**src/sv/mrs_pkg.sv**
```systemverilog
// Shared types, codes and the CRC-16/Modbus byte update for the holding register file.
`default_nettype none
package mrs_pkg;

  localparam logic [7:0]  FC_WRITE_SINGLE = 8'h06;
  localparam logic [7:0]  FC_WRITE_MULTI  = 8'h10;
  localparam logic [7:0]  FC_READ         = 8'h03;
  localparam logic [7:0]  EXC_FLAG        = 8'h80;
  localparam logic [7:0]  EXC_CODE        = 8'h01;
  localparam logic [15:0] CRC_INIT        = 16'hFFFF;
  localparam logic [15:0] CRC_POLY        = 16'hA001;
  localparam int          LEN_W           = 9;
  localparam int          QDEPTH          = 2;

  typedef enum logic [1:0] {
    K_EXC = 2'd0,
    K_WS  = 2'd1,
    K_WM  = 2'd2,
    K_RD  = 2'd3
  } kind_t;

  typedef struct packed {
    kind_t            kind;
    logic [7:0]       fc;
    logic [7:0]       b2;
    logic [7:0]       addr;
    logic [7:0]       b4;
    logic [7:0]       b5;
    logic [LEN_W-1:0] len;
  } desc_t;

  typedef struct packed {
    logic idle;
    logic buf_release;
    logic dirty_any;
  } back_stat_t;

  function automatic logic [15:0] crc_upd(input logic [15:0] c, input logic [7:0] d);
    logic [15:0] r;
    r = c ^ {8'h00, d};
    for (int b = 0; b < 8; b++) begin
      if (r[0]) r = (r >> 1) ^ CRC_POLY;
      else r = r >> 1;
    end
    return r;
  endfunction

endpackage
`default_nettype wire

```
**src/sv/mrs_front.sv**
```systemverilog
// Front end: collects request bytes, checks the CRC and classifies complete frames.
`default_nettype none
module mrs_front #(
  parameter int FRAME_BYTES = 240
) (
  input  wire logic                  clk,
  input  wire logic                  rst,
  input  wire logic                  rx_valid,
  input  wire logic [7:0]            rx_byte,
  input  wire logic                  frame_end,
  output logic                       rx_stall,
  input  wire logic                  q_full,
  output logic                       q_push,
  output mrs_pkg::desc_t             q_desc,
  input  wire logic                  buf_rd_en,
  input  wire logic [$clog2(FRAME_BYTES)-1:0] buf_a_hi,
  input  wire logic [$clog2(FRAME_BYTES)-1:0] buf_a_lo,
  output logic [7:0]                 buf_hi,
  output logic [7:0]                 buf_lo,
  input  wire logic                  buf_release
);

  localparam int AW = $clog2(FRAME_BYTES);

  logic [7:0] mem [FRAME_BYTES];
  logic [mrs_pkg::LEN_W-1:0] count;
  logic ovf;
  logic [15:0] c0, c1;
  logic [7:0] lb1, fc, b2, addr, b4, b5;
  logic wm_hold;

  logic acc, store, frame_ok, crc_ok;
  logic [7:0] b5v;
  mrs_pkg::kind_t kind;
  logic known;

  assign rx_stall = q_full | wm_hold;
  assign acc      = rx_valid & ~rx_stall;
  assign store    = acc && (count < mrs_pkg::LEN_W'(FRAME_BYTES));

  // A frame end whose byte was dropped means the frame overflowed.
  assign frame_ok = acc & frame_end & store & ~ovf & (count >= mrs_pkg::LEN_W'(5));
  assign crc_ok   = (lb1 == c1[7:0]) && (rx_byte == c1[15:8]);
  assign b5v      = (count == mrs_pkg::LEN_W'(5)) ? rx_byte : b5;

  always_comb begin
    kind  = mrs_pkg::K_EXC;
    known = 1'b1;
    if (crc_ok) begin
      case (fc)
        mrs_pkg::FC_WRITE_SINGLE: kind = mrs_pkg::K_WS;
        mrs_pkg::FC_WRITE_MULTI:  kind = mrs_pkg::K_WM;
        mrs_pkg::FC_READ:         kind = mrs_pkg::K_RD;
        default:                  known = 1'b0;
      endcase
    end
  end

  assign q_push      = frame_ok & known;
  assign q_desc.kind = kind;
  assign q_desc.fc   = fc;
  assign q_desc.b2   = b2;
  assign q_desc.addr = addr;
  assign q_desc.b4   = b4;
  assign q_desc.b5   = b5v;
  assign q_desc.len  = count + mrs_pkg::LEN_W'(1);

  always_ff @(posedge clk) begin
    if (store) mem[count[AW-1:0]] <= rx_byte;
    if (buf_rd_en) begin
      buf_hi <= mem[buf_a_hi];
      buf_lo <= mem[buf_a_lo];
    end
  end

  always_ff @(posedge clk) begin
    if (store) begin
      lb1 <= rx_byte;
      case (count)
        mrs_pkg::LEN_W'(1): fc   <= rx_byte;
        mrs_pkg::LEN_W'(2): b2   <= rx_byte;
        mrs_pkg::LEN_W'(3): addr <= rx_byte;
        mrs_pkg::LEN_W'(4): b4   <= rx_byte;
        mrs_pkg::LEN_W'(5): b5   <= rx_byte;
        default: ;
      endcase
    end
  end

  always_ff @(posedge clk) begin
    if (rst) begin
      count   <= '0;
      ovf     <= 1'b0;
      c0      <= mrs_pkg::CRC_INIT;
      c1      <= mrs_pkg::CRC_INIT;
      wm_hold <= 1'b0;
    end else begin
      if (acc && frame_end) begin
        count <= '0;
        ovf   <= 1'b0;
        c0    <= mrs_pkg::CRC_INIT;
        c1    <= mrs_pkg::CRC_INIT;
      end else if (store) begin
        count <= count + mrs_pkg::LEN_W'(1);
        c1    <= c0;
        c0    <= mrs_pkg::crc_upd(c0, rx_byte);
      end else if (acc) begin
        ovf <= 1'b1;
      end
      // The buffer stays frozen until a write multiple has read its data.
      if (q_push && kind == mrs_pkg::K_WM) wm_hold <= 1'b1;
      else if (buf_release) wm_hold <= 1'b0;
    end
  end

endmodule
`default_nettype wire

```
**src/sv/mrs_queue.sv**
```systemverilog
// Two-entry queue of classified frame descriptors between the front and back ends.
`default_nettype none
module mrs_queue (
  input  wire logic           clk,
  input  wire logic           rst,
  input  wire logic           push,
  input  mrs_pkg::desc_t      din,
  output logic                full,
  input  wire logic           pop,
  output mrs_pkg::desc_t      dout,
  output logic                empty
);

  mrs_pkg::desc_t ent [mrs_pkg::QDEPTH];
  logic wp, rp;
  logic [1:0] cnt;

  assign full  = (cnt == 2'(mrs_pkg::QDEPTH));
  assign empty = (cnt == 2'd0);
  assign dout  = ent[rp];

  always_ff @(posedge clk) begin
    if (push) ent[wp] <= din;
  end

  always_ff @(posedge clk) begin
    if (rst) begin
      wp  <= 1'b0;
      rp  <= 1'b0;
      cnt <= 2'd0;
    end else begin
      if (push) wp <= ~wp;
      if (pop) rp <= ~rp;
      if (push && !pop) cnt <= cnt + 2'd1;
      else if (!push && pop) cnt <= cnt - 2'd1;
    end
  end

endmodule
`default_nettype wire

```
**src/sv/mrs_back.sv**
```systemverilog
// Back end: updates and reads the holding register file and sends the reply bytes.
`default_nettype none
module mrs_back #(
  parameter int NUM_REGS    = 80,
  parameter int FRAME_BYTES = 240,
  parameter int MAX_READ    = 29,
  parameter int NOSAVE_REG  = 79
) (
  input  wire logic                  clk,
  input  wire logic                  rst,
  input  wire logic [7:0]            slave_id,
  input  wire logic                  q_empty,
  input  mrs_pkg::desc_t             q_desc,
  output logic                       q_pop,
  output logic                       buf_rd_en,
  output logic [$clog2(FRAME_BYTES)-1:0] buf_a_hi,
  output logic [$clog2(FRAME_BYTES)-1:0] buf_a_lo,
  input  wire logic [7:0]            buf_hi,
  input  wire logic [7:0]            buf_lo,
  output logic                       tx_valid,
  output logic [7:0]                 tx_byte,
  output logic                       tx_last,
  input  wire logic                  tx_stall,
  output mrs_pkg::back_stat_t        stat
);

  localparam int AW  = $clog2(FRAME_BYTES);
  localparam int RAW = (NUM_REGS > 1) ? $clog2(NUM_REGS) : 1;

  typedef enum logic [8:0] {
    ST_IDLE = 9'b000000001,
    ST_WRD  = 9'b000000010,
    ST_WCHK = 9'b000000100,
    ST_HDR  = 9'b000001000,
    ST_RRD  = 9'b000010000,
    ST_RHI  = 9'b000100000,
    ST_RLO  = 9'b001000000,
    ST_CRCL = 9'b010000000,
    ST_CRCH = 9'b100000000
  } state_t;

  state_t state, state_next;
  mrs_pkg::desc_t d;
  logic [7:0] idx, cnt;
  logic [2:0] hidx;
  logic [15:0] crc;
  logic hi_ok, lo_ok;

  logic [15:0] regs [NUM_REGS];
  logic [NUM_REGS-1:0] rvld, dirty;
  logic [15:0] rd_data;
  logic rd_vld;

  logic [8:0] ea;
  logic in_rng, rd_en, slot, last_i;
  logic [9:0] pos_hi, pos_lo;
  logic [15:0] cur, newv;
  logic wr_en;
  logic emit, emit_last, crc_add;
  logic [7:0] emit_byte, hdr_byte, cnt_in;
  logic hdr_last, is_exc, is_wr;

  assign ea     = {1'b0, d.addr} + {1'b0, idx};
  assign in_rng = ea < 9'(NUM_REGS);
  assign pos_hi = 10'd7 + {1'b0, idx, 1'b0};
  assign pos_lo = pos_hi + 10'd1;
  assign buf_a_hi = pos_hi[AW-1:0];
  assign buf_a_lo = pos_lo[AW-1:0];
  assign cur    = rd_vld ? rd_data : 16'h0000;
  assign slot   = ~tx_valid | ~tx_stall;
  assign last_i = (idx + 8'd1) == cnt;
  assign is_exc = (d.kind == mrs_pkg::K_EXC);
  assign is_wr  = (d.kind == mrs_pkg::K_WS) || (d.kind == mrs_pkg::K_WM);

  assign newv = (d.kind == mrs_pkg::K_WS) ? {d.b4, d.b5}
              : {hi_ok ? buf_hi : 8'h00, lo_ok ? buf_lo : 8'h00};
  assign wr_en = (state == ST_WCHK) && in_rng && (cur != newv);

  assign cnt_in = (q_desc.b5 > 8'(MAX_READ)) ? 8'(MAX_READ) : q_desc.b5;

  always_comb begin
    case (hidx)
      3'd0:    hdr_byte = slave_id;
      3'd1:    hdr_byte = is_exc ? (d.fc | mrs_pkg::EXC_FLAG) : d.fc;
      3'd2:    hdr_byte = is_exc ? mrs_pkg::EXC_CODE
                        : (d.kind == mrs_pkg::K_RD) ? {cnt[6:0], 1'b0} : d.b2;
      3'd3:    hdr_byte = d.addr;
      3'd4:    hdr_byte = d.b4;
      3'd5:    hdr_byte = d.b5;
      default: hdr_byte = 8'h00;
    endcase
  end
  assign hdr_last = is_wr ? (hidx == 3'd5) : (hidx == 3'd2);

  always_comb begin
    state_next = state;
    q_pop      = 1'b0;
    rd_en      = 1'b0;
    buf_rd_en  = 1'b0;
    emit       = 1'b0;
    emit_byte  = 8'h00;
    emit_last  = 1'b0;
    crc_add    = 1'b0;
    stat.buf_release = 1'b0;
    stat.idle        = (state == ST_IDLE);
    stat.dirty_any   = |dirty;
    case (state)
      ST_IDLE: begin
        if (!q_empty) begin
          q_pop = 1'b1;
          case (q_desc.kind)
            mrs_pkg::K_WS: state_next = ST_WRD;
            mrs_pkg::K_WM: begin
              if (q_desc.b5 == 8'd0) begin
                state_next = ST_HDR;
                stat.buf_release = 1'b1;
              end else begin
                state_next = ST_WRD;
              end
            end
            default: state_next = ST_HDR;
          endcase
        end
      end
      ST_WRD: begin
        rd_en      = 1'b1;
        buf_rd_en  = 1'b1;
        state_next = ST_WCHK;
      end
      ST_WCHK: begin
        if (d.kind == mrs_pkg::K_WS || last_i) begin
          state_next = ST_HDR;
          stat.buf_release = (d.kind == mrs_pkg::K_WM);
        end else begin
          state_next = ST_WRD;
        end
      end
      ST_HDR: begin
        if (slot) begin
          emit      = 1'b1;
          emit_byte = hdr_byte;
          crc_add   = 1'b1;
          if (hdr_last) begin
            if (d.kind == mrs_pkg::K_RD && cnt != 8'd0) state_next = ST_RRD;
            else state_next = ST_CRCL;
          end
        end
      end
      ST_RRD: begin
        rd_en      = 1'b1;
        state_next = ST_RHI;
      end
      ST_RHI: begin
        if (slot) begin
          emit       = 1'b1;
          emit_byte  = cur[15:8];
          crc_add    = 1'b1;
          state_next = ST_RLO;
        end
      end
      ST_RLO: begin
        if (slot) begin
          emit       = 1'b1;
          emit_byte  = cur[7:0];
          crc_add    = 1'b1;
          state_next = last_i ? ST_CRCL : ST_RRD;
        end
      end
      ST_CRCL: begin
        if (slot) begin
          emit       = 1'b1;
          emit_byte  = crc[7:0];
          state_next = ST_CRCH;
        end
      end
      ST_CRCH: begin
        if (slot) begin
          emit       = 1'b1;
          emit_byte  = crc[15:8];
          emit_last  = 1'b1;
          state_next = ST_IDLE;
        end
      end
      default: state_next = ST_IDLE;
    endcase
  end

  always_ff @(posedge clk) begin
    if (wr_en) regs[ea[RAW-1:0]] <= newv;
    if (rd_en) begin
      rd_data <= regs[ea[RAW-1:0]];
      rd_vld  <= in_rng & rvld[ea[RAW-1:0]];
    end
    if (state == ST_WRD) begin
      hi_ok <= pos_hi < {1'b0, d.len};
      lo_ok <= pos_lo < {1'b0, d.len};
    end
    if (q_pop) begin
      d   <= q_desc;
      cnt <= (q_desc.kind == mrs_pkg::K_RD) ? cnt_in : q_desc.b5;
    end
    if (emit && slot) begin
      tx_byte <= emit_byte;
      tx_last <= emit_last;
    end
  end

  always_ff @(posedge clk) begin
    if (rst) begin
      state    <= ST_IDLE;
      rvld     <= '0;
      dirty    <= '0;
      idx      <= 8'd0;
      hidx     <= 3'd0;
      crc      <= mrs_pkg::CRC_INIT;
      tx_valid <= 1'b0;
    end else begin
      state <= state_next;
      if (wr_en) begin
        rvld[ea[RAW-1:0]] <= 1'b1;
        if (ea != 9'(NOSAVE_REG)) dirty[ea[RAW-1:0]] <= 1'b1;
      end
      if (q_pop) begin
        idx  <= 8'd0;
        hidx <= 3'd0;
        crc  <= mrs_pkg::CRC_INIT;
      end else begin
        if ((state == ST_WCHK && state_next == ST_WRD) ||
            (state == ST_RLO && slot)) begin
          idx <= idx + 8'd1;
        end
        if (state == ST_HDR && slot) hidx <= hidx + 3'd1;
        if (crc_add) crc <= mrs_pkg::crc_upd(crc, emit_byte);
      end
      if (emit && slot) tx_valid <= 1'b1;
      else if (!tx_stall) tx_valid <= 1'b0;
    end
  end

endmodule
`default_nettype wire

```
**src/sv/modbus_rtu_slave_register_file_core.sv**
```systemverilog
// Top level of the Modbus RTU slave holding register file.
//
//  channel   direction  transfer when           payload
//  rx        in         rx_valid & !rx_stall    rx_byte, frame_end
//  tx        out        tx_valid & !tx_stall    tx_byte, tx_last
//  cfg       in         cfg_valid & cfg_ready   cfg_data (slave_id)
//
// The front end never stalls mid-frame unless the descriptor queue is full
// or a write multiple still reads the buffer. A write passes through ST_WRD
// and ST_WCHK per register in the back end; a reply goes out at one byte per
// cycle unless tx stalls, plus an ST_RRD state per register read from the file.
// Reset clears the register file through per-entry valid bits, with no sweep.
// A stalled tx transfer holds its byte while the front end keeps receiving.
`default_nettype none
module modbus_rtu_slave_register_file_core #(
  parameter int NUM_REGS    = 80,
  parameter int FRAME_BYTES = 240,
  parameter int MAX_READ    = 29,
  parameter int NOSAVE_REG  = 79
) (
  input  wire logic       clk,
  input  wire logic       rst,
  input  wire logic       rx_valid,
  output logic            rx_stall,
  input  wire logic [7:0] rx_byte,
  input  wire logic       frame_end,
  output logic            tx_valid,
  input  wire logic       tx_stall,
  output logic [7:0]      tx_byte,
  output logic            tx_last,
  input  wire logic       cfg_valid,
  output logic            cfg_ready,
  input  wire logic [7:0] cfg_data
);

  localparam int AW = $clog2(FRAME_BYTES);

  logic [7:0] slave_id;
  logic q_full, q_empty, q_push, q_pop;
  mrs_pkg::desc_t push_desc, pop_desc;
  logic buf_rd_en;
  logic [AW-1:0] buf_a_hi, buf_a_lo;
  logic [7:0] buf_hi, buf_lo;
  mrs_pkg::back_stat_t bk_stat;

  assign cfg_ready = 1'b1;

  always_ff @(posedge clk) begin
    if (rst) slave_id <= 8'd1;
    else if (cfg_valid && cfg_ready) slave_id <= cfg_data;
  end

  mrs_front #(.FRAME_BYTES(FRAME_BYTES)) u_front (
    .clk(clk), .rst(rst),
    .rx_valid(rx_valid), .rx_byte(rx_byte), .frame_end(frame_end), .rx_stall(rx_stall),
    .q_full(q_full), .q_push(q_push), .q_desc(push_desc),
    .buf_rd_en(buf_rd_en), .buf_a_hi(buf_a_hi), .buf_a_lo(buf_a_lo),
    .buf_hi(buf_hi), .buf_lo(buf_lo), .buf_release(bk_stat.buf_release)
  );

  mrs_queue u_queue (
    .clk(clk), .rst(rst),
    .push(q_push), .din(push_desc), .full(q_full),
    .pop(q_pop), .dout(pop_desc), .empty(q_empty)
  );

  mrs_back #(
    .NUM_REGS(NUM_REGS), .FRAME_BYTES(FRAME_BYTES),
    .MAX_READ(MAX_READ), .NOSAVE_REG(NOSAVE_REG)
  ) u_back (
    .clk(clk), .rst(rst), .slave_id(slave_id),
    .q_empty(q_empty), .q_desc(pop_desc), .q_pop(q_pop),
    .buf_rd_en(buf_rd_en), .buf_a_hi(buf_a_hi), .buf_a_lo(buf_a_lo),
    .buf_hi(buf_hi), .buf_lo(buf_lo),
    .tx_valid(tx_valid), .tx_byte(tx_byte), .tx_last(tx_last), .tx_stall(tx_stall),
    .stat(bk_stat)
  );

  // The back end takes a new frame only once the previous reply is fully issued.
  a_pop_idle: assert property (@(posedge clk) disable iff (rst) q_pop |-> bk_stat.idle)
    else $error("descriptor popped while back end busy");

  // Accepting bytes is throttled so that the queue never overflows.
  a_push_room: assert property (@(posedge clk) disable iff (rst) q_push |-> !q_full)
    else $error("descriptor pushed into a full queue");

  // Dirty flags are only ever set; nothing in this block clears them.
  a_dirty_sticky: assert property (@(posedge clk) disable iff (rst)
    bk_stat.dirty_any |=> bk_stat.dirty_any)
    else $error("dirty flag cleared");

endmodule
`default_nettype wire

```
**config.mk**
```make
export PLATFORM = sky130hd
export DESIGN_NAME = modbus_rtu_slave_register_file_core
export DESIGN_NICKNAME = d
export VERILOG_FILES = /design/src/sv/mrs_pkg.sv /design/src/sv/mrs_front.sv /design/src/sv/mrs_queue.sv /design/src/sv/mrs_back.sv /design/src/sv/modbus_rtu_slave_register_file_core.sv
export SDC_FILE = /design/constraint.sdc
export NUM_CORES = 2
export LEC_CHECK = 0
export BUFFER_PORTS_ARGS = -buffer_cell sky130_fd_sc_hd__buf_4
export CAP_MARGIN = 20
export CORE_MARGIN = 2
export CORE_UTILIZATION = 40
export CTS_CLUSTER_DIAMETER = 50
export DETAILED_ROUTE_END_ITERATION = 7
export GPL_TIMING_DRIVEN = 0
export SLEW_MARGIN = 20
export SYNTH_ARGS = -nofsm -noshare
export SYNTH_HDL_FRONTEND = slang
export SYNTH_SLANG_ARGS = --single-unit
```
**constraint.sdc**
```tcl
create_clock -name clk -period 15.95 [get_ports clk]
set_input_delay 1.595 -clock clk [delete_from_list [all_inputs] [get_ports clk]]
set_output_delay 1.595 -clock clk [all_outputs]
set_load 0.01 [all_outputs]
```
After elaboration in Yosys (flattened, before gate mapping)
Memory sizes are Yosys's and may differ from the RTL's. A register that Yosys moved wholly into a read port is not among the register bits.
Cells that the tools add are included.
W data, S select, Z words.
{"block": "op_classes", "add_sub_neg": 8, "magnitude_cmp": 8, "n_eq_ne": 36, "mux": 123, "bitwise": 35, "n_reduce_logical": 37}
{"op": "$mux W16", "n": 60}
{"op": "$mux W8", "n": 15}
{"op": "$pmux W9 S9", "n": 1}
{"op": "$or A80 B80 Y80", "n": 1}
{"op": "$mux W9", "n": 7}
{"op": "$not A2 Y3", "n": 16}
{"op": "$pmux W8 S6", "n": 1}
{"op": "$pmux W8 S5", "n": 1}
{"op": "$eq A9 B2 Y1 const B", "n": 4}
{"op": "$xor A16 B8 Y16", "n": 2}
{"op": "$mux W1", "n": 28}
{"op": "$eq A9 B3 Y1 const B", "n": 3}
{"op": "$eq A8 B8 Y1", "n": 3}
{"op": "$lt A10 B9 Y1", "n": 2}
{"op": "$eq A9 B1 Y1 const B", "n": 2}
{"op": "$pmux W9 S2", "n": 1}
{"op": "$ne A16 B16 Y1", "n": 1}
{"op": "$logic_and A1 B1 Y1", "n": 14}
{"op": "$eq A2 B2 Y1 const B", "n": 6}
{"op": "$add A10 B1 Y10 const B", "n": 1}
{"op": "$add A3 B9 Y10 const A", "n": 1}
{"op": "$reduce_and A2 Y1", "n": 5}
{"op": "$add A8 B8 Y9", "n": 1}
{"op": "$add A9 B1 Y9 const B", "n": 1}
{"op": "43 further kinds", "n": 70}
{"block": "word_totals", "reg_bits": 291, "mem_bits_rw": 3302, "out_inout_bits": 12, "word_cells": 284, "memories": 3}
{"memory": "u_front.mem", "depth": 240, "word_bits": 8, "read_ports": 2, "rd_clocked_by_memory_dff": 2, "write_ports": 1, "line_no": "mrs_front.sv:25", "text": "logic [7:0] mem [FRAME_BYTES];"}
{"memory": "u_back.regs", "depth": 80, "word_bits": 16, "read_ports": 1, "rd_clocked_by_memory_dff": 1, "write_ports": 1, "line_no": "mrs_back.sv:49", "text": "logic [15:0] regs [NUM_REGS];"}
{"memory": "u_queue.ent", "depth": 2, "word_bits": 51, "read_ports": 1, "rd_clocked_by_memory_dff": 1, "write_ports": 1, "line_no": "mrs_queue.sv:14", "text": "mrs_pkg::desc_t ent [mrs_pkg::QDEPTH];"}

Logic depth before layout (Yosys ltp)
{"block": "logic_depth", "word_depth": 44, "depth_mapped": 20}

By module
A second synthesis with hierarchy kept.
{"block": "unflattened", "hier_cells": 8869, "area_unflattened_um2": 157947.7}
{"mod": "mrs_front", "instances": 1, "cells_per_inst": 4774, "area_each_um2": 93922.6, "seq_area_each_um2": 60337.9}
{"mod": "mrs_back", "instances": 1, "cells_per_inst": 3886, "area_each_um2": 59841.1, "seq_area_each_um2": 44993.2}
{"mod": "mrs_queue", "instances": 1, "cells_per_inst": 181, "area_each_um2": 3882.5, "seq_area_each_um2": 3163.0}
{"mod": "modbus_rtu_slave_register_file_core", "instances": 1, "cells_per_inst": 28, "area_each_um2": 301.5, "seq_area_each_um2": 160.2}

Least setup slack after synthesis
No wires, ideal clock.
{"block": "synth_path", "kind": "reg2reg", "startpoint": "reg u_back.d[49] (netlist name)", "endpoint": "mem u_back.regs[76][0], enable pin", "t_arrival_ps": 5206, "required_ps": 15517, "setup_slack_ps": 10310, "stages_incl_launch_ff": 13, "synth_period_minus_slack_ps": 5640, "path_cell_list": "edfxtp_1 > ha_1 > buf_2 > nor2b_1 > a22o_1 > xnor2_1 > a32o_1 > a22oi_1 > a211oi_1 > a211o_1 > clkbuf_1 > buf_2 > nor4_1"}
{"block": "synth_between", "elab_chain_len": 6}
{"item": "from (decl)", "line_no": "mrs_back.sv:43", "text": "mrs_pkg::desc_t d;"}
{"item": "from (signal assigned)", "line_no": "mrs_back.sv:199", "text": "d <= q_desc;"}
{"item": "$eq A2 B1 Y1", "line_no": "mrs_back.sv:75", "text": "assign newv = (d.kind == mrs_pkg::K_WS) ? {d.b4, d.b5}"}
{"item": "$mux W16", "line_no": "mrs_back.sv:75"}
{"item": "net u_back.newv[12]", "line_no": "mrs_back.sv:57", "text": "logic [15:0] cur, newv;"}
{"item": "$ne A16 B16 Y1", "line_no": "mrs_back.sv:77", "text": "assign wr_en = (state == ST_WCHK) && in_rng && (cur != newv);"}
{"item": "$logic_and A1 B1 Y1", "line_no": "mrs_back.sv:77"}
{"item": "$mux W1", "line_no": "mrs_back.sv:189", "text": "if (wr_en) regs[ea[RAW-1:0]] <= newv;"}
{"item": "$mux W1 (implied by the code)", "line_no": "mrs_back.sv:189"}
{"item": "to (decl)", "line_no": "mrs_back.sv:49"}
The timed path passes the listed nets, and every way through them passes these cells.

Worst setup path in the final report
{"block": "layout_path", "startpoint": "reg u_back.idx[0]", "endpoint": "reg u_front.buf_hi[3], read port of u_front.mem, data pin"}
{"block": "layout_between", "elab_chain_len": 1}
{"item": "from (decl)", "line_no": "mrs_back.sv:44", "text": "logic [7:0] idx, cnt;"}
{"item": "from (signal assigned)", "line_no": "mrs_back.sv:230", "text": "idx <= idx + 8'd1;"}
{"item": "$add A3 B9 Y10", "line_no": "mrs_back.sv:65", "text": "assign pos_hi = 10'd7 + {1'b0, idx, 1'b0};"}
{"item": "net buf_a_hi[1]", "line_no": "modbus_rtu_slave_register_file_core.sv:42", "text": "logic [AW-1:0] buf_a_hi, buf_a_lo;"}
{"item": "to (decl)", "line_no": "mrs_front.sv:18", "text": "output logic [7:0] buf_hi,"}
The timed path passes the listed nets, and every way through them passes these cells.
A chain may end at the register's enable or synchronous reset.

==> impl_results.md <==
* Status: complete, but fails checks
* Failing checks: DRC
* NumNets Final at 8,486
* TritonRoute pass-1 iters at 8
* Crit path kind: reg2reg
* Peak supply drop at 0.000130 V
* Final setup violation count at 0
* Mapped Area at 141,000 sq um
* Layout area overhead at 16.4%
* Clock-pin slew on the worst setup and hold paths at 0.06 ns
* CP max FO at 10
* Int Power at 17,000 uW
* Power share of the sequential group at 0.445
* Max Cap Viol at 0
* Clk sinks at 3,621
* Min cycle time layout at 7.87 ns
* Final ANT Viol Nets at 0
* Hold Startpoint: u_front.b2[4]
* Max transition margin at 0.0795
* Path depth of the worst reg2reg path at 15
* Later-pin clock latency in the skew report at 0.99 ns
* Synthesized Nets at 7,653
* IO buf count at 31
* Synth warn at 0
* Commonest non-fill, non-tap cell in the layout: edfxtp_1
* Clk pwr share at 0.359
* Die X at 597 um
* Vias in the first global route at 80,400
* Hold Vio Cnt, Final at 0
* Hpwl dp at 325 mm
* Skew final at 0.0701 ns
* Area share of the largest cell type after synthesis at 0.737
* Final Max Slew Viols at 0
* DR vias/cell at 6.28
* GP Congestion at 0.974
* Root Driver: clkbuf_16
* Resize count post-CTS at 0
* Switching Fraction at 0.312
* Combinational power share at 0.196
* Starting Density at 0.402
* DIE AREA at 356,000 sq um
* Worst endpoint required time at 16.57 ns
* Io pins at 34
* Ys async rst share at 0
* Rows at 217
* Drt total wl at 477 mm
* Placed Cells at 12,600
* # DRC at 9
* Via count at 83,900
* Clock H-tree levels at 5
* Worst setup SP type: flip-flop
* Final Cell Area at 164,000 sq um
* Primary FF master, synth: edfxtp_1
* Clock Tree Buf Depth at 4
* Register area share after synthesis at 0.761
* Commonest cells after routing, fill and taps aside: 3,453 x edfxtp_1, 622 x mux4_2, 498 x nand2_1
* Cell Count, Final, Fillers Out at 13,400
* Largest net degree at the start of global routing at 133
* CTS tree: done
* Layout cells sized above 1 at 0.236
* Seq cells post-synth at 3,621
* P per Cell Area at 151 nW/um^2
* RSZ-0062 raised after global routing: no
* Starting DRT DRC Count at 14,600
* CORE AREA at 350,000 sq um
* Sw power at 7700 uW
* Gr ovfl total at 0
* Mean Syn Cell Area at 18.5 sq um
* Cell count after synthesis at 7,585
* Die height at 597 um
* Arr. time, crit path at 8.49 ns
* CTS buffer count at 383
* Post-synth EDFFs at 3,453
* Measured slew at the worst slew-check pin at 1.38 ns
* Leak pwr at 0.0522 uW
* Post-place instance area at 151,000 sq um
* Hold Crit Depth at 0
* Leading area contributor after synthesis: edfxtp_1
* Setup crit end kind: flip-flop
* Fillers at 29,300
* Post-CTS Setup Inserts at 0
* Hold WS at 0.440 ns
* Post-CTS Hold Buffers at 0
* Synth unique cells at 87
* Final worst path period share at 0.493
* Initial antenna violation count at 30
* Tot GR Track Use at 0.262
* Top cells by area, synth: edfxtp_1 74%, mux4_2 10%, dfxtp_1 2.4%, nand2_1 1.3%, nor2_1 1.1%
* Critical path startpoint: u_back.idx[0]
* Total negative slack at 0 ns
* Max frequency at 127 MHz
* Hold Path Class: reg2reg
* FF-to-FF Start: u_back.idx[0]
* Global-route wire length before repair at 647 mm
* Wire length per cell at 35.7 um
-- power groups by stage --
stage                     Combinational [uW]  Sequential, uW  Clock, uW
final                                   4850           11000       8860
after global routing                    4730           11000       9260
after CTS                               4430           11000       8890
after detailed placement                4410           11200          0
after global placement                  4090           11200          0
after floorplan                         1860           11200          0
-- synth_stat cells (24+ instances only) --
cell	number
edfxtp_1	3453
mux4_2	622
nand2_1	500
nor2_1	416
clkbuf_1	332
a21oi_1	197
nand3_1	172
a22oi_1	171
dfxtp_1	168
o21ai_0	109
mux2i_1	106
a222oi_1	101
a31oi_1	97
nor4_1	94
mux2_2	90
buf_1	88
o21a_1	82
a221oi_1	70
xnor2_1	61
inv_1	55
xor2_1	50
buf_2	47
and3_1	45
ha_1	45
nand4_1	45
o22ai_1	41
nor3_1	33
o211ai_1	24
-- registers in the layout, summed over array words and instances (netlist names), 3 cells and up, named ones only --
register / count
u_front.mem: 1920
u_back.regs: 1280
u_queue.ent: 102
u_back.rvld: 80
u_back.d: 51
u_back.crc: 16
u_back.rd_data: 16
u_front.c1: 16
u_front.c0: 11
u_back.state: 9
u_front.count: 9
slave_id: 8
u_back.cnt: 8
u_back.idx: 8
u_back.tx_byte: 8
u_front.addr: 8
u_front.b2: 8
u_front.b4: 8
u_front.b5: 8
u_front.buf_hi: 8
u_front.buf_lo: 8
u_front.fc: 8
u_front.lb1: 8
u_back.hidx: 3
-- cells by family after synthesis --
group / Yosys count / synth area share
flip-flops: 3621 / 0.761
other: 1 / 0.0000267
multiplexers: 818 / 0.114
AO/OA/AOI/OAI: 1048 / 0.0526
XOR/XNOR: 116 / 0.00754
adder cells (fa/ha/maj): 46 / 0.00415
AND/OR/NAND/NOR: 1403 / 0.0453
buffers and inverters: 532 / 0.0148
-- per-stage QoR --
step                       util  setup slack [ns]  power, uW
after global routing      0.468              8.00      25000
final                     0.468              8.08      24700
after detailed placement  0.432              8.06      15600
after global placement    0.419              4.34      15300
after floorplan               -             10.31      13000
after CTS                 0.468              8.05      24300
-- per-layer routing --
layer | track usage | vias to the layer above | wire (um)
met5 | 0 | - | 396
met3 | 0.0864 | 1586 | 60900
met2 | 0.400 | 6395 | 215000
met1 | 0.330 | 43200 | 170000
li1 | - | 32700 | -
met4 | 0.142 | 20 | 31600
-- worst max-delay path, stage by stage (launching register included) --
cell and delay (ns):
dfxtp_1 0.45, clkbuf_1 0.67, inv_1 0.26, clkbuf_1 0.50
ha_1 0.47, buf_2 0.40, buf_2 0.42, buf_1 0.60
clkbuf_1 0.80, buf_1 0.91, mux4_2 0.49, mux4_2 0.48
mux2i_1 0.38, nand2_1 0.09, o21ai_0 0.21, a21oi_1 0.36
-- worst paths after layout --
path / to / slack (ns)
hold reg to reg: u_queue.ent[0][37] / 0.44
hold / removal: u_queue.ent[0][37] / 0.44
setup reg to reg: u_front.buf_hi[3] / 8.08
setup / recovery: u_front.buf_hi[3] / 8.08
-- final cells by class --
cell class	count	area [sq um]	area share
sequential	3621	107000	0.654
timing repair buffer	448	3890	0.0238
multi-input combinational	3432	32200	0.197
buffer	471	2020	0.0123
tap	4599	5750	0.0352
clock buffer	473	10100	0.0615
clock inverter	228	2360	0.0144
inverter	61	244	0.00149
antenna	30	75.1	0.000459
No activity file was read; power rests on OpenSTA's default activity.
